### config.mk
export PLATFORM = sky130hd
export DESIGN_NAME = slab_free_list_allocator
export DESIGN_NICKNAME = d
export VERILOG_FILES = /design/src/sfla_pkg.sv /design/src/sfla_ram.sv /design/src/sfla_cfg.sv /design/src/sfla_core.sv /design/src/slab_free_list_allocator.sv
export VERILOG_INCLUDE_DIRS = /design/src /design/src/src
export SDC_FILE = /design/constraint.sdc
export NUM_CORES = 2
export LEC_CHECK = 0
export BUFFER_PORTS_ARGS = -buffer_cell sky130_fd_sc_hd__buf_2
export CAP_MARGIN = 15
export CORE_MARGIN = 3
export CORE_UTILIZATION = 47
export CTS_CLUSTER_SIZE = 25
export DETAILED_ROUTE_END_ITERATION = 10
export PLACE_DENSITY = 0.58
export SYNTH_ARGS = -nofsm -noshare
export SYNTH_HDL_FRONTEND = slang
export SYNTH_HIERARCHICAL = 1
export SYNTH_SLANG_ARGS = --single-unit
export TNS_END_PERCENT = 100
### constraint.sdc
create_clock -name clk -period 21.1 [get_ports clk]
set_clock_uncertainty 0.2 [all_clocks]
set_input_delay 2.11 -clock clk [delete_from_list [all_inputs] [get_ports clk]]
set_output_delay 2.11 -clock clk [all_outputs]
set_load 0.1 [all_outputs]
### src/slab_free_list_allocator_assert.svh
// Assertion macros for the slot pool allocator.
// Used by the top level, which supplies clk and rst in scope.
`ifndef SLAB_FREE_LIST_ALLOCATOR_ASSERT_SVH
`define SLAB_FREE_LIST_ALLOCATOR_ASSERT_SVH

// same-cycle implication
`define SFLA_ASSERT_IMP(lbl, ante, cons, msg) \
  lbl: assert property (@(posedge clk) disable iff (rst) (ante) |-> (cons)) \
    else $error(msg);

// next-cycle implication
`define SFLA_ASSERT_NXT(lbl, ante, cons, msg) \
  lbl: assert property (@(posedge clk) disable iff (rst) (ante) |=> (cons)) \
    else $error(msg);

`endif

### src/sfla_pkg.sv
// Shared types and constants for the slot pool allocator.
// No dependencies; imported by sfla_cfg, sfla_core and the top level.
`default_nettype none

package sfla_pkg;

  localparam int MAX_SLOTS = 256;
  localparam int SLOT_W    = 8;
  localparam int COUNT_W   = 9;
  localparam int BYTES_W   = 13;
  localparam int OFFS_W    = 20;
  localparam int MIN_BYTES = 8;
  localparam int MAX_BYTES = 4096;
  localparam int DATA_W    = 32;
  localparam int ADDR_W    = 3;

  localparam logic FUNC_ALLOC = 1'b0;
  localparam logic FUNC_FREE  = 1'b1;

  localparam logic REG_SLOT_COUNT = 1'b0;
  localparam logic REG_SLOT_BYTES = 1'b1;

  typedef enum logic [1:0] {
    ST_OK      = 2'd0,
    ST_NOSPACE = 2'd1,
    ST_BADFREE = 2'd2
  } status_t;

  typedef struct packed {
    logic              func;
    logic [SLOT_W-1:0] slot;
  } req_t;

  typedef struct packed {
    logic [SLOT_W-1:0]  given_slot;
    logic [OFFS_W-1:0]  byte_offset;
    status_t            status;
    logic [COUNT_W-1:0] available_count;
  } rsp_t;

  typedef struct packed {
    logic [COUNT_W-1:0] slot_count;
    logic [BYTES_W-1:0] slot_bytes;
    logic               rebuild;
    logic [COUNT_W-1:0] rebuild_count;
  } cfg_t;

endpackage

`default_nettype wire

### src/sfla_ram.sv
// Generic single-write, single-read RAM with registered read data.
// No dependencies; holds the free-list links.
`default_nettype none

module sfla_ram #(
  parameter int WIDTH = 8,
  parameter int DEPTH = 256
) (
  input  wire logic                     clk,
  input  wire logic                     we,
  input  wire logic [$clog2(DEPTH)-1:0] waddr,
  input  wire logic [WIDTH-1:0]         wdata,
  input  wire logic                     re,
  input  wire logic [$clog2(DEPTH)-1:0] raddr,
  output logic      [WIDTH-1:0]         rdata
);

  logic [WIDTH-1:0] mem [DEPTH];

  always_ff @(posedge clk) begin
    if (we) begin
      mem[waddr] <= wdata;
    end
    if (re) begin
      rdata <= mem[raddr];
    end
  end

endmodule

`default_nettype wire

### src/sfla_cfg.sv
// APB register file: slot_count and slot_bytes with range clamping.
// Depends on sfla_pkg; signals a list rebuild on every write.
`default_nettype none

module sfla_cfg (
  input  wire logic                         clk,
  input  wire logic                         rst,
  input  wire logic                         psel,
  input  wire logic                         penable,
  input  wire logic                         pwrite,
  input  wire logic [sfla_pkg::ADDR_W-1:0]  paddr,
  input  wire logic [sfla_pkg::DATA_W-1:0]  pwdata,
  output logic      [sfla_pkg::DATA_W-1:0]  prdata,
  output logic                              pready,
  output sfla_pkg::cfg_t                    cfg
);

  import sfla_pkg::*;

  logic               wr;
  logic               idx;
  logic [COUNT_W-1:0] slot_count;
  logic [BYTES_W-1:0] slot_bytes;
  logic [COUNT_W-1:0] count_in;
  logic [BYTES_W-1:0] bytes_in;
  logic [COUNT_W-1:0] count_clamp;
  logic [BYTES_W-1:0] bytes_clamp;

  assign pready   = 1'b1;
  assign wr       = psel && penable && pwrite;
  assign idx      = paddr[2];
  assign count_in = pwdata[COUNT_W-1:0];
  assign bytes_in = pwdata[BYTES_W-1:0];

  always_comb begin
    if (count_in == '0) begin
      count_clamp = COUNT_W'(1);
    end else if (count_in > COUNT_W'(MAX_SLOTS)) begin
      count_clamp = COUNT_W'(MAX_SLOTS);
    end else begin
      count_clamp = count_in;
    end
    if (bytes_in < BYTES_W'(MIN_BYTES)) begin
      bytes_clamp = BYTES_W'(MIN_BYTES);
    end else if (bytes_in > BYTES_W'(MAX_BYTES)) begin
      bytes_clamp = BYTES_W'(MAX_BYTES);
    end else begin
      bytes_clamp = bytes_in;
    end
  end

  always_ff @(posedge clk) begin
    if (rst) begin
      slot_count <= COUNT_W'(MAX_SLOTS);
      slot_bytes <= BYTES_W'(MIN_BYTES);
    end else if (wr) begin
      if (idx == REG_SLOT_COUNT) begin
        slot_count <= count_clamp;
      end else begin
        slot_bytes <= bytes_clamp;
      end
    end
  end

  always_comb begin
    cfg.slot_count    = slot_count;
    cfg.slot_bytes    = slot_bytes;
    cfg.rebuild       = wr;
    cfg.rebuild_count = (wr && idx == REG_SLOT_COUNT) ? count_clamp : slot_count;
  end

  assign prdata = (idx == REG_SLOT_COUNT) ? DATA_W'(slot_count) : DATA_W'(slot_bytes);

endmodule

`default_nettype wire

### src/sfla_core.sv
// Free-list state, link RAM and the single-pass allocate/free logic.
// Depends on sfla_pkg and sfla_ram; state advances when go is high and is reset on a rebuild.
`default_nettype none

module sfla_core (
  input  wire logic           clk,
  input  wire logic           rst,
  input  wire sfla_pkg::cfg_t cfg,
  input  wire logic           go,
  input  wire sfla_pkg::req_t req,
  output sfla_pkg::rsp_t      rsp_next
);

  import sfla_pkg::*;

  logic [SLOT_W-1:0]         head_slot;
  logic [SLOT_W-1:0]         head_link;
  logic                      link_pend;
  logic [COUNT_W-1:0]        high_water;
  logic [COUNT_W-1:0]        free_total;
  logic [COUNT_W-1:0]        free_total_next;
  logic [SLOT_W-1:0]         ram_rdata;
  logic [SLOT_W-1:0]         link_cur;
  logic [COUNT_W-1:0]        untouched;
  logic                      has_linked;
  logic                      bad_free;
  logic                      pop;
  logic                      take_hw;
  logic                      push;
  logic [SLOT_W-1:0]         given;
  status_t                   status;
  logic [SLOT_W+BYTES_W-1:0] prod;

  assign link_cur   = link_pend ? ram_rdata : head_link;
  assign untouched  = cfg.slot_count - high_water;
  assign has_linked = free_total > untouched;
  assign bad_free   = ({1'b0, req.slot} >= cfg.slot_count) ||
                      ({1'b0, req.slot} >= high_water) ||
                      (free_total >= cfg.slot_count);

  always_comb begin
    pop     = 1'b0;
    take_hw = 1'b0;
    push    = 1'b0;
    given   = '0;
    status  = ST_OK;
    if (req.func == FUNC_ALLOC) begin
      if (free_total == '0) begin
        status = ST_NOSPACE;
      end else if (has_linked) begin
        pop   = 1'b1;
        given = head_slot;
      end else begin
        take_hw = 1'b1;
        given   = high_water[SLOT_W-1:0];
      end
    end else begin
      if (bad_free) begin
        status = ST_BADFREE;
      end else begin
        push = 1'b1;
      end
    end
  end

  always_comb begin
    if (pop || take_hw) begin
      free_total_next = free_total - COUNT_W'(1);
    end else if (push) begin
      free_total_next = free_total + COUNT_W'(1);
    end else begin
      free_total_next = free_total;
    end
  end

  assign prod = {{BYTES_W{1'b0}}, given} * {{SLOT_W{1'b0}}, cfg.slot_bytes};

  always_comb begin
    rsp_next.given_slot      = given;
    rsp_next.byte_offset     = prod[OFFS_W-1:0];
    rsp_next.status          = status;
    rsp_next.available_count = free_total_next;
  end

  sfla_ram #(
    .WIDTH(SLOT_W),
    .DEPTH(MAX_SLOTS)
  ) u_link_ram (
    .clk  (clk),
    .we   (go && push),
    .waddr(req.slot),
    .wdata(head_slot),
    .re   (go && pop),
    .raddr(link_cur),
    .rdata(ram_rdata)
  );

  always_ff @(posedge clk) begin
    if (rst) begin
      head_slot  <= '0;
      high_water <= '0;
      free_total <= COUNT_W'(MAX_SLOTS);
      link_pend  <= 1'b0;
    end else if (cfg.rebuild) begin
      head_slot  <= '0;
      high_water <= '0;
      free_total <= cfg.rebuild_count;
      link_pend  <= 1'b0;
    end else if (go) begin
      free_total <= free_total_next;
      if (pop) begin
        head_slot <= link_cur;
        link_pend <= 1'b1;
      end
      if (take_hw) begin
        high_water <= high_water + COUNT_W'(1);
      end
      if (push) begin
        head_slot <= req.slot;
        link_pend <= 1'b0;
      end
    end
  end

  always_ff @(posedge clk) begin
    if (go && push) begin
      head_link <= head_slot;
    end
  end

endmodule

`default_nettype wire

### src/slab_free_list_allocator.sv
// Slot pool allocator: one allocate or free per cycle; a request beat passes through the
// input register, then the result register, before its result appears. The link of the
// head slot is kept in a register or taken from the 256 x 8 link RAM read issued
// by the previous pop, so back-to-back pops never wait on the RAM. A write to
// either register rebuilds the list in the same cycle; there is no clearing pass.
// Throughput is one beat per cycle whenever the result side is not stalled.
// Top level; depends on sfla_pkg, sfla_cfg, sfla_core and the assertion header.
`default_nettype none
`include "slab_free_list_allocator_assert.svh"

module slab_free_list_allocator (
  input  wire logic                        clk,
  input  wire logic                        rst,
  input  wire logic                        req_valid,
  output logic                             req_stall,
  input  wire sfla_pkg::req_t              req,
  output logic                             rsp_valid,
  input  wire logic                        rsp_stall,
  output sfla_pkg::rsp_t                   rsp,
  input  wire logic                        psel,
  input  wire logic                        penable,
  input  wire logic                        pwrite,
  input  wire logic [sfla_pkg::ADDR_W-1:0] paddr,
  input  wire logic [sfla_pkg::DATA_W-1:0] pwdata,
  output logic      [sfla_pkg::DATA_W-1:0] prdata,
  output logic                             pready
);

  import sfla_pkg::*;

  cfg_t cfg;
  logic s1_valid;
  req_t s1_req;
  logic go;
  rsp_t rsp_next;

  assign go        = s1_valid && (!rsp_valid || !rsp_stall);
  assign req_stall = s1_valid && !go;

  sfla_cfg u_cfg (
    .clk    (clk),
    .rst    (rst),
    .psel   (psel),
    .penable(penable),
    .pwrite (pwrite),
    .paddr  (paddr),
    .pwdata (pwdata),
    .prdata (prdata),
    .pready (pready),
    .cfg    (cfg)
  );

  sfla_core u_core (
    .clk     (clk),
    .rst     (rst),
    .cfg     (cfg),
    .go      (go),
    .req     (s1_req),
    .rsp_next(rsp_next)
  );

  always_ff @(posedge clk) begin
    if (rst) begin
      s1_valid  <= 1'b0;
      rsp_valid <= 1'b0;
    end else begin
      if (!req_stall) begin
        s1_valid <= req_valid;
      end
      if (go) begin
        rsp_valid <= 1'b1;
      end else if (!rsp_stall) begin
        rsp_valid <= 1'b0;
      end
    end
  end

  always_ff @(posedge clk) begin
    if (req_valid && !req_stall) begin
      s1_req <= req;
    end
    if (go) begin
      rsp <= rsp_next;
    end
  end

  `SFLA_ASSERT_IMP(a_fail_no_slot, rsp_valid && rsp.status != ST_OK, rsp.given_slot == '0 && rsp.byte_offset == '0, "failed beat carries a slot")
  `SFLA_ASSERT_IMP(a_nospace_empty, rsp_valid && rsp.status == ST_NOSPACE, rsp.available_count == '0, "out of space with free slots left")
  `SFLA_ASSERT_NXT(a_go_fills_rsp, go, rsp_valid, "advanced beat did not reach the result register")

endmodule

`default_nettype wire

==> flow_metrics.py <==
metrics = {
    "status": {
        "outcome": "completed",
    },
    "grt": {
        "gr-usage-met2_pct": 35.8,
        "antenna_found_initial": 5,
        "overflow": 0,
        "grt.total_usage_pct": 23.1,
        "grt_max_degree": 190,
        "top_usage_layer": "met2",
        "grt_pass1_wl_um": 324000,
        "grt_pass1_vias": 45400,
        "gr-usage-met1_pct": 34.0,
        "met3_usage_pct": 4.19,
    },
    "sta": {
        "worstMarginPinSlew_ps": 1250,
        "rsz0062_at_grt": "false",
        "setup_violations": 0,
        "report.final.slew_viol_count": 0,
        "max_freq_ghz": 0.108,
        "hold_viol": 0,
        "period_needed_ps": 9240,
        "min_period_over_period_pct": 43.8,
        "setup_tns_ps": 0,
        "worst_slack_ps": 11860,
        "maxSlewHeadroom_pct": 16.0,
    },
    "power_and_ir_drop": {
        "p_seq_share_pct": 51.7,
        "power.internal_uw": 7130,
        "p_switching_uw": 2170,
        "p_sw_share_pct": 23.4,
        "comb_power_share_pct": 8.1,
        "clockPowerShare_pct": 40.2,
        "total_power_uw": 9300,
        "p_per_area_nw_per_um2": 94.2,
        "p_leak_uw": 0.0327,
        "peakVddDrop_mv": 0.0926,
    },
    "route": {
        "ant_nets": 0,
        "via_per_inst": 6.09,
        "initialDrtViolationCount": 4770,
        "drc_errors": 0,
        "wirelength_um": 224000,
        "first_pass_iters": 5,
        "vias": 45700,
        "wire_per_inst_um": 29.9,
    },
    "clock_network": {
        "clock_path_buffers": 3,
        "clk_latency_ps": 850,
        "cts-buffers-inserted": 218,
        "h-tree-depth": 4,
        "root_buffer": "clkbuf_16",
        "postCtsHoldBufs": 0,
        "clk_pin_slew_worst_paths_ps": 60,
        "cts_num_sinks": 2163,
        "cts_tree": "built",
        "post_cts_buffers": 0,
        "cts_resized": 0,
    },
    "critical_path": {
        "worstSetupStartpointType": "register",
        "cpMostUsedCell": "fa_1",
        "worstReg2RegStart": "u_cfg/slot_count[0]",
        "critical_path_class": "register to register",
        "crit_fanout": 14,
        "r2r_cells": 29,
        "crit_arrival_ps": 9610,
        "cpPeakStageDelay_ps": 840,
        "required_ps": 21470,
        "critPathTopFamily": "adder cells",
        "cp-end-kind": "register",
        "reg2reg_slack_ps": 11860,
        "crit_start": "u_cfg/slot_count[0]",
        "path_buf_inv": 3,
        "critPathSlowestCell": "nor2_1",
        "worstReg2RegEnd": "rsp[29]",
    },
    "synth": {
        "synth_enable_flop_cells": 2112,
        "yosysSeqAreaShare_pct": 72.4,
        "syn_inst": 4701,
        "ys_ff_latch": 2163,
        "syn_area_per_cell_um2": 18.9,
        "ys_warn_count": 6,
        "ys.flop_type": "edfxtp_1",
        "synth_cell_types": 97,
        "synthArstFlopShare_pct": 0,
        "synth_area_um2": 89000,
    },
    "placed_design": {
        "dp_slack_ps": 11880,
        "gp_congestion": 0.892,
        "io_buffer_count": 83,
        "dp_hpwl_um": 136000,
        "dp_cells": 7104,
        "dpl_cell_area_um2": 91700,
    },
    "floorplan": {
        "core_area_um2": 188000,
        "die_h_um": 441,
        "start_util_pct": 47.3,
        "die_area_um2": 195000,
        "io_pins": 125,
        "std_cell_rows": 159,
        "dieWidth_um": 441,
    },
    "worst_hold_path": {
        "min_from": "s1_valid",
        "hold_depth": 2,
        "hold_class": "register to register",
        "hold_end": "s1_valid",
    },
    "cells_and_area": {
        "drive_above_1_share_pct": 20.0,
        "final_net_count": 5033,
        "stdcell_area_um2": 98700,
        "fin_cells": 7506,
        "area_growth_pct": 10.9,
    },
    "flow_run": {
        "cap_violations": 0,
    },
}
-- registers in the layout, summed over array words and instances (netlist names) --
name / flops
rsp_valid: 1
u_core/u_link_ram/mem: 2048
u_core/free_total: 9
s1_valid: 1
u_core/high_water: 9
u_core/u_link_ram/rdata: 8
u_cfg/slot_count: 9
s1_req: 9
u_cfg/slot_bytes: 13
u_core/head_slot: 8
u_core/head_link: 8
rsp: 39
u_core/link_pend: 1
-- kinds of logic after synthesis --
| family | after synthesis | share of synthesized area [%] |
|---|---|---|
| flops | 2163 | 72.4 |
| mux | 628 | 13.5 |
| other cells | 2 | 0.00844 |
| xor+xnor | 40 | 0.394 |
| simple gates | 783 | 4.33 |
| compound gates | 536 | 4.19 |
| fa+ha+maj | 150 | 2.67 |
| buf+inv | 399 | 2.49 |
-- power by group through the flow --
stage	combinational [µW]	clock, µW	sequential [µW]
global placement	748	0	4890
global route	802	3990	4800
detailed placement	758	0	4890
finish	755	3740	4800
CTS	759	3820	4800
floorplan	453	0	4970
-- cells in the final DEF, fill, tap and decap left out, types with 16 or more instances in the layout --
cell type  count
buf_4         87
edfxtp_1    2112
nor2_1       316
nor3_1        35
dfxtp_1       43
inv_1        114
and3_1        18
clkinv_1      52
o221ai_1      46
conb_1        20
buf_2         83
clkinv_2      25
nor2b_1       35
and2_1        88
fa_1          66
nor4_1        20
nand3_1       47
mux2i_1      150
mux2_2        16
nand2_1      116
clkbuf_16    221
o21ai_0       37
xnor2_1       32
mux4_2       454
a221oi_1      16
a21oi_1      141
clkbuf_1      61
o22ai_1       38
o211ai_1      17
a22oi_1      135
a211oi_1      16
ha_1          84
nand4_1       21
-- synthesized netlist by cell type, types with 40 or more instances --
| library cell | count | area (µm²) |
|---|---|---|
| a21oi_1 | 141 | 706 |
| a22oi_1 | 135 | 1010 |
| and2_1 | 88 | 551 |
| buf_2 | 40 | 200 |
| buf_4 | 48 | 360 |
| clkbuf_1 | 125 | 469 |
| dfxtp_1 | 51 | 1020 |
| edfxtp_1 | 2112 | 63400 |
| fa_1 | 66 | 1320 |
| ha_1 | 84 | 1050 |
| inv_1 | 114 | 428 |
| mux2i_1 | 150 | 1500 |
| mux4_2 | 454 | 10200 |
| nand2_1 | 117 | 439 |
| nand3_1 | 47 | 235 |
| nor2_1 | 320 | 1200 |
| o221ai_1 | 46 | 403 |
-- tightest hold or removal path, stage by stage (launching register included) --
cell     delay (ps)
dfxtp_1         330
nand3_2          80
a21oi_2          50
-- cell type report --
class | count | area, µm²
fillers | 14900 | 89300
diodes | 2 | 5.00
multi-input cells | 2157 | 22500
well taps | 2495 | 3120
clock inverters | 113 | 1140
flip-flops and latches | 2163 | 64500
repair buffers | 177 | 1200
inverters | 115 | 432
clock buffers | 284 | 5790
-- per-stage QoR --
stage          hold WS [ps]  util (%)
2_1_floorplan           261         -
3_3_place_gp            282      48.8
3_5_place_dp            294      48.8
4_1_cts                 305      52.5
5_1_grt                 333      52.5
6_report                302      52.5
-- metal layers --
layer | wire length, µm | share of wire [%]
met5 | 0 | 0
met3 | 16300 | 7.3
met1 | 96500 | 43
met2 | 106000 | 47
met4 | 5780 | 2.6
-- worst max-delay path by stage --
| stage | end | slack [ps] | depth (start not counted) |
|---|---|---|---|
| after global placement | rsp[30] | 11910 | 31 |
| after detailed placement | rsp[29] | 11880 | 29 |
| after global routing | rsp[27] | 11240 | 29 |
| final | rsp[29] | 11860 | 29 |
| after CTS | rsp[29] | 11850 | 29 |
| after floorplan | rsp[30] | 12490 | 19 |
Power figures use the tool's default switching activity.
